`src/rtl/pkrt_pkg.sv`:
```
// ----------------------------------------------------------------------------
// pkrt_pkg
// Shared types, constants and helpers of the partition key refcount table.
// ----------------------------------------------------------------------------
package pkrt_pkg;

  localparam int KEY_W   = 16;
  localparam int CNT_W   = 3;
  localparam int LOW_W   = 15;
  localparam int SLOT_W  = 2;

  localparam int CONTEXT_ENTRIES_DEF = 4;
  localparam int SHARED_ENTRIES_DEF  = 4;

  localparam logic [LOW_W-1:0] LOW_ONES  = 15'h7FFF;
  localparam logic [CNT_W-1:0] COUNT_MAX = 3'd7;

  typedef enum logic [1:0] {
    ST_OK       = 2'd0,
    ST_CONFLICT = 2'd1,
    ST_FULL     = 2'd2
  } status_t;

  // Address width of a store, at least one bit.
  function automatic int idx_width(input int depth);
    return (depth > 1) ? $clog2(depth) : 1;
  endfunction

endpackage

```
`src/rtl/pkrt_ram.sv`:
```
// ----------------------------------------------------------------------------
// pkrt_ram
// One write port, one read port synchronous RAM, registered read data.
// Per-entry valid bits cleared at reset; an invalid entry reads as zero.
// ----------------------------------------------------------------------------
module pkrt_ram
  import pkrt_pkg::*;
#(
  parameter int DEPTH = 4,
  parameter int WIDTH = 16
) (
  input  logic                       clk,
  input  logic                       rst_n,
  input  logic                       we,
  input  logic [idx_width(DEPTH)-1:0] waddr,
  input  logic [WIDTH-1:0]           wdata,
  input  logic [idx_width(DEPTH)-1:0] raddr,
  output logic [WIDTH-1:0]           rdata
);

  logic [WIDTH-1:0] mem [DEPTH];
  logic [DEPTH-1:0] vld_r;
  logic [WIDTH-1:0] rdata_r;
  logic             rvld_r;

  always_ff @(posedge clk) begin
    if (we) begin
      mem[waddr] <= wdata;
    end
    rdata_r <= mem[raddr];
  end

  always_ff @(posedge clk) begin
    if (!rst_n) begin
      vld_r  <= '0;
      rvld_r <= 1'b0;
    end else begin
      if (we) begin
        vld_r[waddr] <= 1'b1;
      end
      rvld_r <= vld_r[raddr];
    end
  end

  assign rdata = rvld_r ? rdata_r : '0;

endmodule

```
`src/rtl/partition_key_refcount_table.sv`:
```
// ----------------------------------------------------------------------------
// partition_key_refcount_table
// Context partition key table backed by a shared, reference counted key table.
// ----------------------------------------------------------------------------
// One input transaction writes context entry in_slot with in_new_key. The old
// key gives up its reference in the shared table (slot freed at zero), then
// the new key is matched, flagged as a membership conflict, placed in the
// first empty shared slot, or rejected as table full; a rejected key is
// stored as zero; a new key with zero or all-ones low bits skips the
// shared table. Both tables live in RAMs with one read port and registered
// read data; the sequencer walks the shared table entry by entry (address,
// then check and write back). An item makes at most one removal and one add
// walk, none when the key is unchanged; an out-of-range slot makes neither
// and reports key zero. Every store reads as zero after reset, with no
// clearing pass. in_stall is high while an item is in work; a finished
// result waits in the output register while the next item is accepted.
// ----------------------------------------------------------------------------
module partition_key_refcount_table
  import pkrt_pkg::*;
#(
  parameter int CONTEXT_ENTRIES = CONTEXT_ENTRIES_DEF,
  parameter int SHARED_ENTRIES  = SHARED_ENTRIES_DEF
) (
  input  logic              clk,
  input  logic              rst_n,
  // input channel
  input  logic              in_valid,
  output logic              in_stall,
  input  logic [SLOT_W-1:0] in_slot,
  input  logic [KEY_W-1:0]  in_new_key,
  // result channel
  output logic              out_valid,
  input  logic              out_stall,
  output logic [KEY_W-1:0]  out_stored_key,
  output logic              out_table_changed,
  output logic [1:0]        out_status
);

  localparam int CIDX_W = idx_width(CONTEXT_ENTRIES);
  localparam int SIDX_W = idx_width(SHARED_ENTRIES);
  localparam int SH_W   = KEY_W + CNT_W;
  localparam logic [6:0]        CTX_LIMIT = 7'(CONTEXT_ENTRIES);
  localparam logic [SIDX_W-1:0] SH_LAST   = SIDX_W'(SHARED_ENTRIES - 1);

  typedef enum logic [3:0] {
    S_IDLE,
    S_CTX_WAIT,
    S_CTX_EVAL,
    S_RM_RD,
    S_RM_CHK,
    S_ADD_START,
    S_AD_RD,
    S_AD_CHK,
    S_CTX_WR,
    S_FIN
  } state_t;

  state_t            state_r;
  logic [CIDX_W-1:0] idx_r;
  logic [KEY_W-1:0]  key_r;
  logic [KEY_W-1:0]  old_r;
  logic [KEY_W-1:0]  store_r;
  logic              changed_r;
  status_t           status_r;
  logic [SIDX_W-1:0] ptr_r;
  logic              any_empty_r;
  logic [SIDX_W-1:0] first_r;

  logic              out_valid_r;
  logic [KEY_W-1:0]  out_key_r;
  logic              out_changed_r;
  status_t           out_status_r;

  // context store
  logic              ctx_we;
  logic [KEY_W-1:0]  ctx_rdata;

  // shared store: {key, count}
  logic              sh_we;
  logic [SIDX_W-1:0] sh_waddr;
  logic [SH_W-1:0]   sh_wdata;
  logic [SH_W-1:0]   sh_rdata;
  logic [KEY_W-1:0]  sh_key;
  logic [CNT_W-1:0]  sh_cnt;

  // scan decode
  logic              sh_last;
  logic              rm_hit;
  logic              ad_empty;
  logic              ad_match;
  logic              ad_conf;
  logic              have_empty;
  logic [SIDX_W-1:0] fe_idx;
  logic              slot_ok;

  pkrt_ram #(
    .DEPTH (CONTEXT_ENTRIES),
    .WIDTH (KEY_W)
  ) u_ctx_ram (
    .clk   (clk),
    .rst_n (rst_n),
    .we    (ctx_we),
    .waddr (idx_r),
    .wdata (store_r),
    .raddr (idx_r),
    .rdata (ctx_rdata)
  );

  pkrt_ram #(
    .DEPTH (SHARED_ENTRIES),
    .WIDTH (SH_W)
  ) u_sh_ram (
    .clk   (clk),
    .rst_n (rst_n),
    .we    (sh_we),
    .waddr (sh_waddr),
    .wdata (sh_wdata),
    .raddr (ptr_r),
    .rdata (sh_rdata)
  );

  assign sh_key  = sh_rdata[SH_W-1:CNT_W];
  assign sh_cnt  = sh_rdata[CNT_W-1:0];
  assign sh_last = (ptr_r == SH_LAST);
  assign slot_ok = ({5'b0, in_slot} < CTX_LIMIT);

  assign rm_hit     = (sh_key == old_r);
  assign ad_empty   = (sh_key == '0);
  assign ad_match   = !ad_empty && (sh_key == key_r);
  assign ad_conf    = !ad_empty && !ad_match && (sh_key[LOW_W-1:0] == key_r[LOW_W-1:0]);
  assign have_empty = any_empty_r || ad_empty;
  assign fe_idx     = any_empty_r ? first_r : ptr_r;

  assign ctx_we = (state_r == S_CTX_WR);

  // shared table write back
  always_comb begin
    sh_we    = 1'b0;
    sh_waddr = ptr_r;
    sh_wdata = '0;
    case (state_r)
      S_RM_CHK: begin
        if (rm_hit) begin
          sh_we = 1'b1;
          if (sh_cnt > CNT_W'(1)) begin
            sh_wdata = {sh_key, sh_cnt - CNT_W'(1)};
          end
        end
      end
      S_AD_CHK: begin
        if (ad_match) begin
          sh_we    = (sh_cnt < COUNT_MAX);
          sh_wdata = {sh_key, sh_cnt + CNT_W'(1)};
        end else if (!ad_conf && sh_last && have_empty) begin
          // new key takes the first empty slot
          sh_we    = 1'b1;
          sh_waddr = fe_idx;
          sh_wdata = {key_r, CNT_W'(1)};
        end
      end
      default: begin
      end
    endcase
  end

  always_ff @(posedge clk) begin
    if (!rst_n) begin
      state_r     <= S_IDLE;
      out_valid_r <= 1'b0;
    end else begin
      // S_FIN reloads the output register itself
      if (out_valid_r && !out_stall && state_r != S_FIN) begin
        out_valid_r <= 1'b0;
      end
      case (state_r)
        S_IDLE: begin
          if (in_valid) begin
            idx_r     <= CIDX_W'(in_slot);
            key_r     <= in_new_key;
            changed_r <= 1'b0;
            status_r  <= ST_OK;
            if (slot_ok) begin
              state_r <= S_CTX_WAIT;
            end else begin
              store_r <= '0;
              state_r <= S_FIN;
            end
          end
        end
        S_CTX_WAIT: begin
          state_r <= S_CTX_EVAL;
        end
        S_CTX_EVAL: begin
          old_r   <= ctx_rdata;
          store_r <= key_r;
          ptr_r   <= '0;
          if (ctx_rdata == key_r) begin
            state_r <= S_CTX_WR;
          end else if (ctx_rdata[LOW_W-1:0] != '0) begin
            state_r <= S_RM_RD;
          end else begin
            state_r <= S_ADD_START;
          end
        end
        S_RM_RD: begin
          state_r <= S_RM_CHK;
        end
        S_RM_CHK: begin
          if (rm_hit) begin
            if (sh_cnt <= CNT_W'(1)) begin
              changed_r <= 1'b1;
            end
            state_r <= S_ADD_START;
          end else if (sh_last) begin
            state_r <= S_ADD_START;
          end else begin
            ptr_r   <= ptr_r + SIDX_W'(1);
            state_r <= S_RM_RD;
          end
        end
        S_ADD_START: begin
          ptr_r       <= '0;
          any_empty_r <= 1'b0;
          // zero and all-ones low bits bypass the shared table
          if (key_r[LOW_W-1:0] == '0 || key_r[LOW_W-1:0] == LOW_ONES) begin
            state_r <= S_CTX_WR;
          end else begin
            state_r <= S_AD_RD;
          end
        end
        S_AD_RD: begin
          state_r <= S_AD_CHK;
        end
        S_AD_CHK: begin
          if (ad_empty && !any_empty_r) begin
            any_empty_r <= 1'b1;
            first_r     <= ptr_r;
          end
          if (ad_match) begin
            state_r <= S_CTX_WR;
          end else if (ad_conf) begin
            status_r <= ST_CONFLICT;
            store_r  <= '0;
            state_r  <= S_CTX_WR;
          end else if (sh_last) begin
            if (have_empty) begin
              changed_r <= 1'b1;
            end else begin
              status_r <= ST_FULL;
              store_r  <= '0;
            end
            state_r <= S_CTX_WR;
          end else begin
            ptr_r   <= ptr_r + SIDX_W'(1);
            state_r <= S_AD_RD;
          end
        end
        S_CTX_WR: begin
          state_r <= S_FIN;
        end
        S_FIN: begin
          if (!out_valid_r || !out_stall) begin
            out_valid_r   <= 1'b1;
            out_key_r     <= store_r;
            out_changed_r <= changed_r;
            out_status_r  <= status_r;
            state_r       <= S_IDLE;
          end
        end
        default: begin
          state_r <= S_IDLE;
        end
      endcase
    end
  end

  assign in_stall          = (state_r != S_IDLE);
  assign out_valid         = out_valid_r;
  assign out_stored_key    = out_key_r;
  assign out_table_changed = out_changed_r;
  assign out_status        = out_status_r;

endmodule

```
`config.mk`:
```
export PLATFORM = sky130hd
export DESIGN_NAME = partition_key_refcount_table
export DESIGN_NICKNAME = d
export VERILOG_FILES = /design/src/rtl/pkrt_pkg.sv /design/src/rtl/pkrt_ram.sv /design/src/rtl/partition_key_refcount_table.sv
export SDC_FILE = /design/constraint.sdc
export NUM_CORES = 1
export LEC_CHECK = 0
export BUFFER_PORTS_ARGS = -buffer_cell sky130_fd_sc_hd__buf_4
export CORE_UTILIZATION = 30
export DETAILED_ROUTE_END_ITERATION = 10
export GPL_TIMING_DRIVEN = 0
export MAX_ROUTING_LAYER = met4
export PLACE_DENSITY_LB_ADDON = 0.12
export SLEW_MARGIN = 10
export SYNTH_ARGS = -nofsm -noshare
export SYNTH_HDL_FRONTEND = slang
export SYNTH_SLANG_ARGS = --single-unit
export TNS_END_PERCENT = 20
```
`constraint.sdc`:
```
create_clock -name clk -period 3.1 [get_ports clk]
set_input_delay 0.31 -clock clk [delete_from_list [all_inputs] [get_ports clk]]
set_output_delay 0.31 -clock clk [all_outputs]
set_load 0.02 [all_outputs]
```
==> impl_metrics.yaml, run 1 <==
critical_path:
  critPathMaxStageDelay_ns: 0.45
  r2r_cells: 10
  cp_data_arrival_time_ns: 3.28
  timing.rr.start: "u_sh_ram.rdata_r[4]$_DFF_P_"
  crit_path_end_kind: "flop"
  crit_chain: "clkbuf_2, nor4bb_1, a22oi_1, a22oi_1, nand4_2, nor3b_2, or2_1, buf_6, buf_6, a22o_1"
  r2r-end: "u_sh_ram.mem[1][15]$_DFFE_PP_"
  critical_path.max_fanout: 10
  slowest_stage: "nor3b_2"
  crit_type: "reg2reg"
  required_ns: 3.47
  start_kind: "flop"
  reg2reg_slack_ns: 0.19
detailed_routing:
  post-route-drc-count: 0
  wl_per_cell_um: 21.1
  vias_per_cell: 5.08
  ant_nets: 0
  via_count: 6737
  first_pass_iters: 5
  routed_wl_um: 28000
  drtIter0Drc: 396
global_routing:
  antenna_found_initial: 1
  grt_max_degree: 20
  grt.overflow.total: 0
  grt_pass1_vias: 6946
  grt_pass1_wl_um: 42100
  grt_usage: 0.152
clock_tree:
  cts_buffer_depth: 3
  clkLatencyLatePin_ns: 0.55
  clk_pin_slew_ns: 0.06
  cts_buffers: 30
  root_buffer: "clkbuf_16"
  cts_sinks: 267
  cts_tree: "yes"
  cts_max_level: 1
synthesis:
  yosysWarnings: 0
  synth-xor-area-share: 0.0206
  synthSimpleGateAreaFrac: 0.107
  synth-seq-cells: 267
  ys.flop_type: "edfxtp_1"
  synthAdderAreaFrac: 0.00340
  synth_top_family_by_area: "simple AND/OR/NAND/NOR gates"
  ys_seq_area_frac: 0.682
  synthDistinctLibCells: 63
  synth.area.top_cells: "edfxtp_1 (59%), dfxtp_1 (9.1%), mux4_2 (7.6%)"
  synth.largest_area_cell: "edfxtp_1"
  synth_compound_area_frac: 0.0838
  async_flop_share: 0
  synth_area_per_cell_sq_um: 15.2
  synth_mux_area_frac: 0.0766
  synthCells: 727
  synth_edf_count: 217
  syn_nets: 752
  synth_top_cell_area_share: 0.591
  syn-cell-area_sq_mm: 0.0110
worst_hold_path:
  hp-class: "in2reg"
  hold-path-endpoint: "state_r[0]$_SDFFE_PN0P_"
  hold_start: "out_stall"
  whs_path_depth: 3
power:
  p_switching_w: 0.00164
  p_per_area_mw_per_mm2: 592
  p_int_w: 0.00640
  p_leak_nw: 4.68
  p_seq_frac: 0.494
  pwr-share-clk: 0.461
  vdd.ir_drop.worst_v: 0.000371
  power.total_w: 0.00804
  p_comb_frac: 0.045
  swShare: 0.204
floorplanning:
  die_h_um: 194
  initial_core_util: 0.308
  io_pins: 43
  fp.coreArea_sq_mm: 0.0358
  core.rowCount: 69
  die_area_sq_mm: 0.0375
  dieWidth_um: 194
timing:
  tns_ns: 0
  setup_viol: 0
  slew_headroom: 0.324
  slew_viol_final: 0
  worst_slew_pin_slew_ns: 1.01
  finalHoldViolations: 0
  skew_ns: 0.0183
  fin_crit_ns: 2.91
  rsz0062_at_grt: "false"
  finalCritPeriodShare: 0.939
  fmax_mhz: 344
cells_and_area:
  finalInstanceArea_sq_mm: 0.0136
  areaGrowthSynthToFinish_pct: 23.1
  nets: 867
  drive_gt1_frac: 0.249
  diodes: 0
  final_cells: 1327
placed_design:
  io_buffer_count: 41
  dp_cells: 1235
  placed_area_sq_mm: 0.0120
  globalplace.congestion: 0.857
  dpl.hpwl_um: 18500
run_status:
  status: "completed"
flow_run:
  drv_cap: 0
==> critical path: cells and delay by family (launching register included) <==
family                 cells  cell delay [ns]
flip-flops                 1             0.30
AND/OR/NAND/NOR            4             1.28
AO/OA/AOI/OAI              3             0.61
buffers and inverters      3             0.54
==> layer usage <==
metal,track usage,share of wire,vias up
li1,-,-,3098
met1,0.191,0.44,3413
met2,0.252,0.49,172
met3,0.0216,0.039,54
met4,0.0501,0.025,0
met5,-,0,-
==> cells by family after synthesis <==
family / after synthesis
fa+ha+maj: 3
compound gates: 130
flops: 267
mux: 38
simple gates: 196
xor+xnor: 26
buf+inv: 67
==> timing repair <==
| item | CTS | global route |
|---|---|---|
| endpoints found under the hold margin | 18 | 0 |
| pin swaps | 5 | 4 |
| setup buffers | 9 | 25 |
| hold buffers | 18 | 0 |
| endpoints found under the setup margin | 94 | 111 |
| gates resized for setup | 3 | 7 |
==> registers in the layout, indices dropped and copies added, names as in the netlist, 2 cells and up <==
register / count
out_stored_key: 16
key_r: 16
status_r: 2
old_r: 16
store_r: 16
u_sh_ram.vld_r: 4
ptr_r: 2
out_status: 2
u_ctx_ram.vld_r: 4
u_ctx_ram.mem: 64
idx_r: 2
state_r: 4
u_ctx_ram.rdata_r: 16
u_sh_ram.rdata_r: 19
first_r: 2
u_sh_ram.mem: 76
==> cells in the mapped netlist (3+ instances only) <==
cell / number
inv_1: 14
o22ai_1: 3
edfxtp_1: 217
a22oi_1: 26
mux4_2: 37
nor2_1: 51
nand2_1: 21
nor2b_1: 5
nand3_1: 6
a21oi_1: 15
nor4_1: 14
buf_1: 5
buf_2: 7
dfxtp_1: 50
a211oi_1: 4
and2_1: 34
ha_1: 3
nor4bb_1: 17
nand4_1: 21
and4bb_1: 3
a22o_1: 15
o21ai_0: 30
buf_4: 4
a31oi_1: 3
clkbuf_2: 3
nor3_1: 3
clkbuf_1: 32
xnor2_1: 25
nand4b_1: 3
a31o_2: 8
==> through the flow <==
step                      setup WS, ns  hold slack (ns)  utilization
after floorplan                 0.0948            0.400            -
after global placement           -1.70            0.406        0.332
after detailed placement        -0.609            0.412        0.336
after CTS                      0.00292           0.0701        0.373
after global routing            0.0506           0.0915        0.379
final                            0.190            0.111        0.379
==> cell usage in the layout, fill, tap and decap left out, types with 3 or more instances in the layout <==
cell type	count
bufinv_16	5
clkinv_2	5
ha_1	3
buf_6	5
nand2_1	21
dlygate4sd3_1	18
buf_1	5
a31o_2	8
buf_4	77
nor2b_1	5
nor2_1	46
nor4bb_2	3
clkbuf_16	31
inv_1	13
buf_2	6
nand3_1	5
mux4_2	37
o21ai_0	30
a21oi_1	13
clkbuf_8	4
buf_12	5
a31oi_1	3
nor4_1	13
clkbuf_1	25
xnor2_1	25
a22o_1	15
nand4b_1	3
and2_1	34
and4bb_1	3
nand4_1	21
a22oi_1	26
a211oi_1	4
nor2_4	4
clkbuf_2	3
dfxtp_1	49
nor3b_2	3
edfxtp_1	217
nor4bb_1	14
==> final cells by class <==
class                           count  area [sq um]
Buffer                             37           184
Fill cell                        3318         22200
Clock buffer                       44           865
Inverter                           14          56.3
Multi-Input combinational cell    393          3330
Timing Repair Buffer               99           862
Clock inverter                     12           186
Tap cell                          461           577
Sequential cell                   267          7520
==> how the worst max path moves through the flow <==
stage | from | end | slack, ns | cells after the start
after floorplan | key_r[1]$_DFFE_PP_ | u_sh_ram.mem[2][0]$_DFFE_PP_ | 0.09 | 8
after global placement | key_r[14]$_DFFE_PP_ | store_r[3]$_SDFFCE_PP0P_ | -1.70 | 8
after detailed placement | key_r[14]$_DFFE_PP_ | u_sh_ram.mem[0][4]$_DFFE_PP_ | -0.61 | 8
after CTS | key_r[14]$_DFFE_PP_ | store_r[5]$_SDFFCE_PP0P_ | 0.003 | 8
after global routing | u_sh_ram.rdata_r[15]$_DFF_P_ | u_sh_ram.mem[0][3]$_DFFE_PP_ | 0.05 | 10
final | u_sh_ram.rdata_r[4]$_DFF_P_ | u_sh_ram.mem[1][15]$_DFFE_PP_ | 0.19 | 10
==> power groups by stage <==
stage / clock (W) / sequential, W / combinational, W
after detailed placement: 0 / 0.00402 / 0.000345
after global routing: 0.00395 / 0.00398 / 0.000390
after floorplan: 0 / 0.00401 / 0.000223
after CTS: 0.00380 / 0.00398 / 0.000333
final: 0.00371 / 0.00397 / 0.000360
after global placement: 0 / 0.00402 / 0.000334
No activity file was read; power rests on OpenSTA's default activity.
==> inputs of run 2 (changes only) <==
==> constraint.sdc (replaced) <==
create_clock -name clk -period 2.5 [get_ports clk]
set_input_delay 0.25 -clock clk [delete_from_list [all_inputs] [get_ports clk]]
set_output_delay 0.25 -clock clk [all_outputs]
set_load 0.02 [all_outputs]
==> run 2 against run 1 <==
The flow now finishes with violations (negative setup slack). Sequential share of layout area is 2.0 points lower. Count of clock-buffer cells in the layout is 7 lower. Sequential cell count stayed put. Fmax is 5.3% higher. Routed wire length is 0.71% higher. Combinational power is 34% higher.
==> impl_metrics.yaml, run 2 (synthesis results as in run 1) <==
run_status:
  status: "finished, violations left"
  violations: "negative setup slack"
timing:
  rsz0062_at_grt: "true"
  setup_ws_ns: -0.264
  worst_slew_pin_slew_ns: 0.961
  setup_viol: 160
  tns_ns: -23.80
  slew_viol_final: 0
  finalHoldViolations: 0
  fin_crit_ns: 2.76
  hold_ws_ns: 0.0531
  slew_headroom: 0.359
  fmax_mhz: 362
  skew_ns: 0.0107
  finalCritPeriodShare: 1.11
cells_and_area:
  areaGrowthSynthToFinish_pct: 27.9
  largest_register: "u_sh_ram.mem"
  nets: 886
  final_common_cell: "edfxtp_1"
  drive_gt1_frac: 0.315
  final_cells: 1346
  fin_util: 0.394
  top_regs: "u_sh_ram.mem: 76 flops, u_ctx_ram.mem: 64 flops, u_sh_ram.rdata_r: 19 flops"
  largest_reg_flops: 76
  diodes: 0
  fill_cells: 3265
  most-common-layout-cells: "edfxtp_1 (217), buf_4 (83), dfxtp_1 (46)"
power:
  vdd.ir_drop.worst_v: 0.000654
  p_per_area_mw_per_mm2: 712
  p_leak_nw: 4.92
detailed_routing:
  first_pass_iters: 5
  drtIter0Drc: 401
  vias_per_cell: 5.11
  routed_wl_um: 28200
  ant_nets: 0
  post-route-drc-count: 0
  wl_per_cell_um: 21.0
  via_count: 6875
critical_path:
  start_kind: "flop"
  cpLargestDelayFamily: "compound AO/OA/AOI/OAI gates"
  reg2reg_slack_ns: -0.26
  cp_data_arrival_time_ns: 3.07
  r2r_cells: 10
  crit_type: "reg2reg"
  critical_path.max_fanout: 7
  slowest_stage: "edfxtp_1"
  crit_chain: "nor4bb_1, a22oi_1, a22oi_2, nand4_4, a22o_4, buf_8, o211ai_1, buf_4, clkinvlp_4, buf_8"
  crit_path_end_kind: "flop"
  critPathMaxStageDelay_ns: 0.55
  timing.rr.start: "key_r[6]$_DFFE_PP_"
  startpoint: "key_r[6]$_DFFE_PP_"
  r2r-end: "u_sh_ram.mem[0][4]$_DFFE_PP_"
  cp_num_buf_inv: 4
  crit_cells: 10
  crit_end: "u_sh_ram.mem[0][4]$_DFFE_PP_"
  required_ns: 2.80
  critPathMostFrequentCell: "buf_8"
clock_tree:
  cts_buffer_depth: 3
  cts_tree: "yes"
  cts_max_level: 1
  root_buffer: "clkbuf_16"
  cts_sinks: 267
  clk_pin_slew_ns: 0.06
  cts_buffers: 30
  clkLatencyLatePin_ns: 0.55
placed_design:
  io_buffer_count: 41
  dpl.hpwl_um: 18500
  globalplace.congestion: 0.832
  dp_cells: 1236
  preCtsSetupSlack_ns: -1.06
global_routing:
  grt.overflow.total: 0
  grt_max_degree: 20
  grt_pass1_vias: 7106
  antenna_found_initial: 2
  grt_usage: 0.155
  grt_pass1_wl_um: 43200
floorplanning:
  die_area_sq_mm: 0.0375
  io_pins: 43
  fp.coreArea_sq_mm: 0.0358
  initial_core_util: 0.308
  core.rowCount: 69
  die_h_um: 194
  dieWidth_um: 194
flow_run:
  drv_cap: 0
worst_hold_path:
  hp-class: "in2reg"
==> run 2: cell types whose count changed in the layout (fill, tap and decap cells not counted), sizes merged <==
| cell | change |
|---|---|
| buf | +11 |
| clkinv | +4 |
| bufinv | +1 |
| clkdlybuf4s15 | +1 |
| clkinvlp | +1 |
| inv | +1 |
==> run 2: worst min path at each step <==
| stage | slack [ns] | depth (start not counted) | end | startpoint |
|---|---|---|---|---|
| 5_1_grt | 0.03 | 3 | out_valid$_SDFF_PN0_ | out_stall |
| 3_5_place_dp | 0.42 | 0 | out_status[1]$_DFFE_PP_ | status_r[1]$_SDFFCE_PN0P_ |
| 6_report | 0.05 | 3 | out_valid$_SDFF_PN0_ | out_stall |
| 4_1_cts | 0.02 | 3 | out_valid$_SDFF_PN0_ | out_stall |
| 2_1_floorplan | 0.35 | 0 | idx_r[0]$_DFFE_PP_ | in_slot[0] |
| 3_3_place_gp | 0.41 | 0 | out_status[0]$_DFFE_PP_ | status_r[0]$_SDFFCE_PN0P_ |
==> run 2: per-layer routing <==
metal,share of wire,vias up,GRT usage
met4,0.027,0,0.0471
met5,0,-,-
met1,0.44,3480,0.196
met3,0.040,55,0.0190
li1,-,3132,-
met2,0.49,208,0.261
==> run 2: where the power goes <==
| group | internal [W] | switching (W) |
|---|---|---|
| logic | 0.000215 | 0.000267 |
| clock network | 0.00289 | 0.00175 |
| registers | 0.00484 | 0.0000704 |
==> run 2: timing repair <==
| action | CTS | global route |
|---|---|---|
| setup buffers | 33 | 13 |
| hold buffers | 18 | 0 |
| pin swaps | 14 | 16 |
| resized for setup | 66 | 39 |
| endpoints found under the setup margin | 212 | 199 |
| cloned | 2 | 0 |
| endpoints found under the hold margin | 18 | 0 |
==> run 2: worst min-delay path, cell delays in order <==
cell     delay [ns]
buf_4          0.10
nand2_1        0.09
a21oi_1        0.12
==> run 2: cell type report <==
type / instances / area, sq um / share of cell area
repair buffers: 111 / 986 / 0.0699
flip-flops and latches: 267 / 7520 / 0.533
plain buffers: 44 / 314 / 0.0223
inverters: 14 / 56.3 / 0.00399
well taps: 461 / 577 / 0.0409
multi-input cells: 393 / 3590 / 0.254
clock inverters: 19 / 267 / 0.0189
clock buffers: 37 / 798 / 0.0566
==> run 2: per-stage QoR <==
| stage | instance area (sq um) | power [W] |
|---|---|---|
| after CTS | 13900 | 0.0102 |
| after global placement | 12000 | 0.00540 |
| after floorplan | 11100 | 0.00525 |
| final | 14100 | 0.0100 |
| after global routing | 14100 | 0.0104 |
| after detailed placement | 12100 | 0.00542 |
